$ cat config.mk
export PLATFORM = sky130hd
export DESIGN_NAME = bmhq_cell
export DESIGN_NICKNAME = d
export VERILOG_FILES = /design/src/hw/rtl/bmhq_pkg.sv /design/src/hw/rtl/bmhq_cell.sv
export SDC_FILE = /design/constraint.sdc
export NUM_CORES = 1
export LEC_CHECK = 0
export BUFFER_PORTS_ARGS = -buffer_cell sky130_fd_sc_hd__buf_2
export CORE_MARGIN = 10
export CORE_UTILIZATION = 44
export DETAILED_ROUTE_END_ITERATION = 10
export GPL_TIMING_DRIVEN = 0
export PLACE_DENSITY = 0.77
export SYNTH_ARGS = -nofsm -noshare
export SYNTH_HDL_FRONTEND = slang
export SYNTH_SLANG_ARGS = --single-unit
export TNS_END_PERCENT = 5
$ cat constraint.sdc
create_clock -name clock -period 2.85 [get_ports clock]
set_input_delay 0.1425 -clock clock [delete_from_list [all_inputs] [get_ports clock]]
set_output_delay 0.1425 -clock clock [all_outputs]
set_load 0.005 [all_outputs]
$ cat src/hw/rtl/bmhq_pkg.sv
// Shared types and constants for the min-heap queue.
// Holds the capacity, the count width, opcodes, status codes, the token struct
// and the one-hot state type. No dependencies.
package bmhq_pkg;

   localparam int CAPACITY = 1024;
   localparam int CNT_W    = $clog2(CAPACITY + 1);
   localparam int VAL_W    = 32;
   localparam int CNTO_W   = 11;

   localparam logic OP_PUSH   = 1'b0;
   localparam logic OP_DELETE = 1'b1;

   localparam logic [1:0] STATUS_DONE      = 2'd0;
   localparam logic [1:0] STATUS_FULL      = 2'd1;
   localparam logic [1:0] STATUS_NOT_FOUND = 2'd2;

   // Token that walks the cell row, one cell per cycle.
   typedef struct packed {
      logic                    valid;
      logic                    op;
      logic                    active;
      logic                    found;
      logic [CNT_W-1:0]        remain;
      logic signed [VAL_W-1:0] carry;
   } tok_type;

   typedef enum logic [2:0] {
      ST_IDLE = 3'b001,
      ST_RUN  = 3'b010,
      ST_RESP = 3'b100
   } state_type;

endpackage

$ cat src/hw/rtl/bmhq_cell.sv
// One cell of the sorted row: holds one value and one token stage.
// Depends on bmhq_pkg for the token type and opcodes.
module bmhq_cell (
   input  logic                             clock,
   input  logic                             reset,
   input  bmhq_pkg::tok_type                up_tok,
   input  logic signed [bmhq_pkg::VAL_W-1:0] right_val,
   output logic signed [bmhq_pkg::VAL_W-1:0] cell_val,
   output bmhq_pkg::tok_type                cell_tok
);
   import bmhq_pkg::*;

   logic signed [VAL_W-1:0] val_ff, val_in;
   tok_type                 tok_ff, tok_in;
   logic                    last_occ;

   assign last_occ = (up_tok.remain == CNT_W'(1));

   always_comb begin
      val_in = val_ff;
      tok_in = up_tok;
      if (up_tok.valid && up_tok.active) begin
         tok_in.remain = CNT_W'(up_tok.remain - 1'b1);
         if (up_tok.op == OP_PUSH) begin
            if (up_tok.remain == '0) begin
               // first free slot: park the carried value
               val_in        = up_tok.carry;
               tok_in.active = 1'b0;
            end else if (up_tok.carry < val_ff) begin
               val_in       = up_tok.carry;
               tok_in.carry = val_ff;
            end
         end else begin
            if (up_tok.found || (val_ff == up_tok.carry)) begin
               tok_in.found = 1'b1;
               // close the gap; the last occupied cell just drops out
               if (last_occ) begin
                  tok_in.active = 1'b0;
               end else begin
                  val_in = right_val;
               end
            end else if (last_occ) begin
               tok_in.active = 1'b0;
            end
         end
      end
   end

   always_ff @(posedge clock) begin
      if (reset) begin
         tok_ff.valid <= 1'b0;
      end else begin
         tok_ff.valid <= tok_in.valid;
      end
      tok_ff.op     <= tok_in.op;
      tok_ff.active <= tok_in.active;
      tok_ff.found  <= tok_in.found;
      tok_ff.remain <= tok_in.remain;
      tok_ff.carry  <= tok_in.carry;
      val_ff        <= val_in;
   end

   assign cell_val = val_ff;
   assign cell_tok = tok_ff;

endmodule

==> results of run 1 <==
==> critical path: stages (launching register included) <==
cell	delay, ns
sky130_fd_sc_hd__edfxtp_1	0.36
sky130_fd_sc_hd__inv_1	0.05
sky130_fd_sc_hd__ha_2	0.39
sky130_fd_sc_hd__nand4_1	0.22
sky130_fd_sc_hd__nor4_4	0.26
sky130_fd_sc_hd__and4_1	0.28
sky130_fd_sc_hd__o21ai_0	0.10
sky130_fd_sc_hd__a21oi_1	0.28
sky130_fd_sc_hd__and3b_4	0.46
==> stage by stage <==
stage          std cells  setup TNS [ns]  utilization  worst slack (ns)
2_1_floorplan        314               0            -            0.2212
3_3_place_gp         581          -8.513       0.5607           -0.2670
3_5_place_dp         581          -10.04       0.5607           -0.3148
4_1_cts              601               0       0.5930          0.005570
5_1_grt              603         -0.6100       0.5990          -0.04051
6_report             604               0       0.5993            0.1261
==> cells in the final DEF (no fill, tap or decap), types with 4 or more instances in the layout <==
master and n:
sky130_fd_sc_hd__dfxtp_1 47, sky130_fd_sc_hd__buf_2 159, sky130_fd_sc_hd__edfxtp_1 32, sky130_fd_sc_hd__o21ai_0 9, sky130_fd_sc_hd__mux2_2 34, sky130_fd_sc_hd__a21oi_1 12, sky130_fd_sc_hd__nand2_1 16, sky130_fd_sc_hd__nor3_1 4
sky130_fd_sc_hd__xor2_1 6, sky130_fd_sc_hd__xnor2_1 4, sky130_fd_sc_hd__nand4_1 4, sky130_fd_sc_hd__inv_1 35, sky130_fd_sc_hd__nor2_1 4, sky130_fd_sc_hd__clkbuf_8 9, sky130_fd_sc_hd__dlygate4sd3_1 4, sky130_fd_sc_hd__ha_1 33
sky130_fd_sc_hd__mux2_4 30
==> cells by family (layout without fill, tap and decap cells) <==
group	Yosys count	after routing	share of synthesized area
AND/OR/NAND/NOR	50	51	0.07240
XOR/XNOR	10	10	0.02213
buffers and inverters	42	222	0.04553
other	0	1	0
adder cells (fa/ha/maj)	34	34	0.1075
multiplexers	64	64	0.2106
flip-flops	79	79	0.4806
AO/OA/AOI/OAI	35	35	0.06134
==> path summary, 6_finish.rpt <==
check / cells after the start / slack, ns / to
max: 8 / 0.13 / cell_val[11]$_DFFE_PP_
min reg2reg: 1 / 0.53 / cell_tok[31]$_DFF_P_
max reg2reg: 8 / 0.13 / cell_val[11]$_DFFE_PP_
min: 2 / 0.03 / cell_tok[40]$_DFF_P_
==> registers in the layout, summed over array words and instances, names as in the netlist <==
register and count:
cell_tok 47, cell_val 32
==> cell type report <==
| class | count | area (um^2) | area share |
|---|---|---|---|
| Clock inverter | 4 | 52.55 | 0.01006 |
| Multi-Input combinational cell | 194 | 1942 | 0.3716 |
| Clock buffer | 12 | 156.4 | 0.02993 |
| Tap cell | 108 | 135.1 | 0.02586 |
| Timing Repair Buffer | 164 | 855.8 | 0.1638 |
| Antenna cell | 1 | 2.502 | 0.0004788 |
| Inverter | 35 | 131.4 | 0.02514 |
| Buffer | 7 | 48.80 | 0.009337 |
| Sequential cell | 79 | 1902 | 0.3639 |
==> routing by layer <==
layer | vias to the layer above | global-route usage | part of all wire
li1 | 1486 | - | -
met1 | 1410 | 0.1631 | 0.40
met2 | 91 | 0.2706 | 0.51
met3 | 12 | 0.05365 | 0.075
met4 | 0 | 0.05693 | 0.015
met5 | - | 0 | 0
==> power by group through the flow <==
stage | combinational [mW] | sequential (mW) | clock (mW)
finish | 0.431 | 1.28 | 0.875
global route | 0.478 | 1.28 | 0.945
CTS | 0.426 | 1.28 | 0.900
detailed placement | 0.414 | 1.30 | 0
global placement | 0.401 | 1.30 | 0
floorplan | 0.208 | 1.31 | 0
==> timing repair <==
item                                   CTS  global route
setup buffers                            0             1
gates resized for setup                  5             6
setup endpoints to repair               32            62
hold buffers                             4             0
gates cloned                             0             1
endpoints found under the hold margin    4             0
pin swaps                                2             4
==> run metrics, run 1 <==
clock input transition at the sequential cells of the worst setup and hold paths 0.08 ns; final WL 10700 um; violation count after the first detailed-routing iteration 90; slew at the pin with the worst max-slew slack 0.6477 ns; total number of nets in the final design 605; Tot GR Track Use 0.1527; GPL Wtd Cong 0.8115; number of port buffers 159; nets in the synthesized netlist 429; detailed-route DRC error count 0; Yosys warning count 0; Synth top cells by count sky130_fd_sc_hd__dfxtp_1 (47), sky130_fd_sc_hd__inv_1 (35), sky130_fd_sc_hd__ha_1 (34), sky130_fd_sc_hd__mux2_2 (34), sky130_fd_sc_hd__edfxtp_1 (32); largest vdd supply drop 0.0002737 V; antenna-violating nets left 0; CTS Sinks 79; Finished Cell Area 0.005226 mm^2; Data arrival, critical path 2.74 ns; proportion of synthesized flip-flops having asynchronous set or reset 0; required time worst endpoint 2.87 ns; x dimension of the die 114.8 um; placed instance area 0.004890 mm^2; standard-cell rows 34; CP Launch Point cell_val[31]$_DFFE_PP_; number of synthesized register bits 79; Reg-to-Reg Start cell_val[31]$_DFFE_PP_; effective utilization at floorplan 0.4538; sort of element at the end of the critical path flip-flop; crit share post-route 0.9558; maximum clock skew at final layout 0.01137 ns; final hold slack 0.02510 ns; most common flop cell mapped by yosys sky130_fd_sc_hd__dfxtp_1; internal power 1.941 mW; relative area change from synthesis to final layout 32.06%; number of buffers added by the clock tree synthesis step 9; average wire per cell in the routed design 17.71 um; max-slew violation total from the final report 0; Clk Latency, worst-skew pair 0.35 ns; post-synthesis cell count 314; run status finished, final reports clean; Crit Path Category flip-flop to flip-flop; total core area 0.008721 mm^2; fraction of layout cells with a size suffix above 1 0.5152; overall power after layout 2.582 mW; worst min path class primary input to flip-flop; final setup vio count 0; Combinational Power Share 0.167; pin count of the biggest net entering global routing 33; mean post-synth cell area 12.60 um^2; Die Span Y 114.8 um; half-perimeter wire length after detailed placement 8365 um; number of max-cap violations 0; Pwr per Cell Area 494.1 mW/mm^2; count of filler cells inserted in the layout 736; Top-Level Pins 160; vias in the first global route 3148; main area contributors after synthesis sky130_fd_sc_hd__edfxtp_1 (24%), sky130_fd_sc_hd__dfxtp_1 (24%), sky130_fd_sc_hd__mux2_4 (11%), sky130_fd_sc_hd__ha_1 (11%), sky130_fd_sc_hd__mux2_2 (9.7%); Switching Share 0.2483; most frequently used cell type in the post-synthesis netlist sky130_fd_sc_hd__dfxtp_1; critical hold path startpoint up_tok[40]; vias post-DR 2999; post-synth top area share 0.2428; full die area 0.01319 mm^2; Max transition margin 0.5682; vias per cell 4.965; first-pass GRT wire length 15930 um; highest achievable clock rate 0.3671 GHz; maximum level of the CTS H-tree 3; part of the Yosys area used for sequential elements 0.4806; library cell occupying the most area in the post-synthesis netlist sky130_fd_sc_hd__edfxtp_1; Netlist cell types 42; count of TritonRoute iterations in the first routing pass 4; Seq pwr share 0.494; antenna violations before repair 1; Clock power frac 0.339; Psw 641.1 uW; clock tree from TritonCTS yes; total leakage power 2.489 nW; netlist area before placement 0.003958 mm^2; hold violation total from the final report 0; largest fanout of any net on the critical path 16; CTS root buf sky130_fd_sc_hd__clkbuf_8; sort of element at the start of the critical path flip-flop; count of flip-flops with a built-in enable after synthesis 32; minimum clock period 2.724 ns; remaining global-route overflow 0; number of buffers between clock root and the deepest sink 2
Power figures use the tool's default switching activity.
==> inputs of run 2 (changes only) <==
--- a/config.mk
+++ b/config.mk
@@ -6,11 +6,13 @@
 export NUM_CORES = 1
 export LEC_CHECK = 0
 export BUFFER_PORTS_ARGS = -buffer_cell sky130_fd_sc_hd__buf_2
+export CELL_PAD_IN_SITES_DETAIL_PLACEMENT = 2
+export CELL_PAD_IN_SITES_GLOBAL_PLACEMENT = 2
 export CORE_MARGIN = 10
-export CORE_UTILIZATION = 44
+export CORE_UTILIZATION = 27
 export DETAILED_ROUTE_END_ITERATION = 10
 export GPL_TIMING_DRIVEN = 0
-export PLACE_DENSITY = 0.77
+export PLACE_DENSITY_LB_ADDON = 0.25
 export SYNTH_ARGS = -nofsm -noshare
 export SYNTH_HDL_FRONTEND = slang
 export SYNTH_SLANG_ARGS = --single-unit
==> run metrics, run 2 (synthesis gave the netlist of run 1 again) <==
depth of the critical timing path with buffers and inverters included 10; full die area 0.01990 mm^2; TNS Setup 0 ns; half-perimeter wire length after detailed placement 10260 um; remaining global-route overflow 0; final hold slack 0.02795 ns; Data arrival, critical path 2.92 ns; max-slew violation total from the final report 0; highest achievable clock rate 0.3718 GHz; Tot GR Track Use 0.1316; worst r2r path cells 10; number of port buffers 159; number of buffers between clock root and the deepest sink 2; count of filler cells inserted in the layout 1560; Top-Level Pins 160; x dimension of the die 141.1 um; largest fanout of any net on the critical path 10; maximum level of the CTS H-tree 3; post-route worst setup slack 0.1603 ns; clock input transition at the sequential cells of the worst setup and hold paths 0.06 ns; antenna violations before repair 0; average wire per cell in the routed design 19.32 um; total core area 0.01442 mm^2; standard-cell rows 44; Largest register FFs 47; CTS root buf sky130_fd_sc_hd__clkbuf_16; GPL Wtd Cong 0.7235; required time worst endpoint 3.08 ns; placed instance area 0.004985 mm^2; Clk Latency, worst-skew pair 0.34 ns; setup slack on the worst flop-to-flop path 0.16 ns; detailed-route DRC error count 0; run status finished, final reports clean; vias per cell 4.560; Buffers & Inverters on Critical Path 3; hold violation total from the final report 0; effective utilization at floorplan 0.2744; number of buffers added by the clock tree synthesis step 9; Seq. cell area 0.001902 mm^2; master of the slowest instance on the critical path sky130_fd_sc_hd__edfxtp_1; clock tree from TritonCTS yes; Crit Path Category flip-flop to flip-flop; violation count after the first detailed-routing iteration 75; vias in the first global route 3577; first-pass GRT wire length 20480 um; Pwr per Cell Area 518.7 mW/mm^2; CP cell instances inv_1 -> ha_1 -> a21oi_1 -> o21ai_0 -> a221oi_2 -> nand3_2 -> o31ai_4 -> buf_4 -> buf_6 -> mux2_4; critical path's largest stage delay 0.41 ns; vias post-DR 3119; sort of element at the end of the critical path flip-flop; leading cell type in the layout, fill and taps excluded sky130_fd_sc_hd__buf_2; cell family with most CP delay compound AO/OA/AOI/OAI gates; final setup vio count 0; number of max-cap violations 0; commonest cells after routing, fill and taps aside sky130_fd_sc_hd__buf_2 (159), sky130_fd_sc_hd__dfxtp_1 (47), sky130_fd_sc_hd__inv_1 (35); pin count of the biggest net entering global routing 13; count of TritonRoute iterations in the first routing pass 4; maximum clock skew at final layout 0.01004 ns; cell count of the worst hold path 2; total leakage power 2.567 nW; Finished Cell Area 0.005454 mm^2; slew at the pin with the worst max-slew slack 0.6370 ns; largest vdd supply drop 0.0002574 V; crit share post-route 0.9437; relative area change from synthesis to final layout 37.81%; sort of element at the start of the critical path flip-flop; CTS Sinks 79; area of the multi-input gates 0.001951 mm^2; Post-Place Setup Slack -0.6545 ns; Max transition margin 0.5753; total number of nets in the final design 609; minimum clock period 2.690 ns; final WL 13220 um; antenna-violating nets left 0; fraction of layout cells with a size suffix above 1 0.5170; worst min path class primary input to flip-flop; Die Span Y 141.1 um
==> run 2: cell count changes in the layout (fill, tap and decap cells not counted), sizes merged <==
cell         delta
clkinv          +4
bufinv          -1
dlygate4sd3     -1
buf             +5
clkinvlp        -3
==> run 2: routing by layer <==
metal	vias up	part of all wire	wire length (um)	global-route usage
met3	14	0.083	1093	0.05240
met2	105	0.49	6465	0.2197
met4	0	0.013	178	0.04239
li1	1498	-	-	-
met5	-	0	0	0
met1	1502	0.41	5479	0.1499
==> run 2: worst paths after layout <==
check	to	from
worst max register to register	cell_tok[22]$_DFF_P_	cell_val[23]$_DFFE_PP_
worst max-delay path	cell_tok[22]$_DFF_P_	cell_val[23]$_DFFE_PP_
worst min register to register	cell_tok[10]$_DFF_P_	cell_val[10]$_DFFE_PP_
worst min-delay path	cell_tok[43]$_DFF_P_	up_tok[43]
==> run 2: final cells by class <==
class / count / area share
antenna: 1 / 0.0004588
buffer: 7 / 0.008947
clock buffer: 12 / 0.04519
clock inverter: 4 / 0.003900
inverter: 35 / 0.02409
multi-input combinational: 194 / 0.3577
sequential: 79 / 0.3487
tap: 184 / 0.04221
timing repair buffer: 168 / 0.1688
==> run 2: timing repair <==
| action | 4_1_cts | 5_1_grt |
|---|---|---|
| endpoints found under the hold margin | 3 | 0 |
| pin swaps | 2 | 5 |
| setup buffers | 5 | 1 |
| hold buffers | 3 | 0 |
| resized for setup | 6 | 7 |
| gates cloned | 1 | 0 |
| setup endpoints to repair | 62 | 63 |
==> run 2: power breakdown <==
part / switching (mW) / leakage [nW] / internal [mW] / total (mW)
registers: 0.0246 / 0.691 / 1.25 / 1.28
clock network: 0.482 / 0.132 / 0.610 / 1.09
logic: 0.217 / 1.74 / 0.242 / 0.460
==> run 2: per-stage QoR <==
stage                     power [mW]  utilization  std cells
final                          2.829       0.3781        684
after global routing           2.982       0.3779        683
after CTS                      2.871       0.3748        682
after detailed placement       1.740       0.3456        657
after global placement         1.721       0.3456        657
after floorplan                1.520            -        314
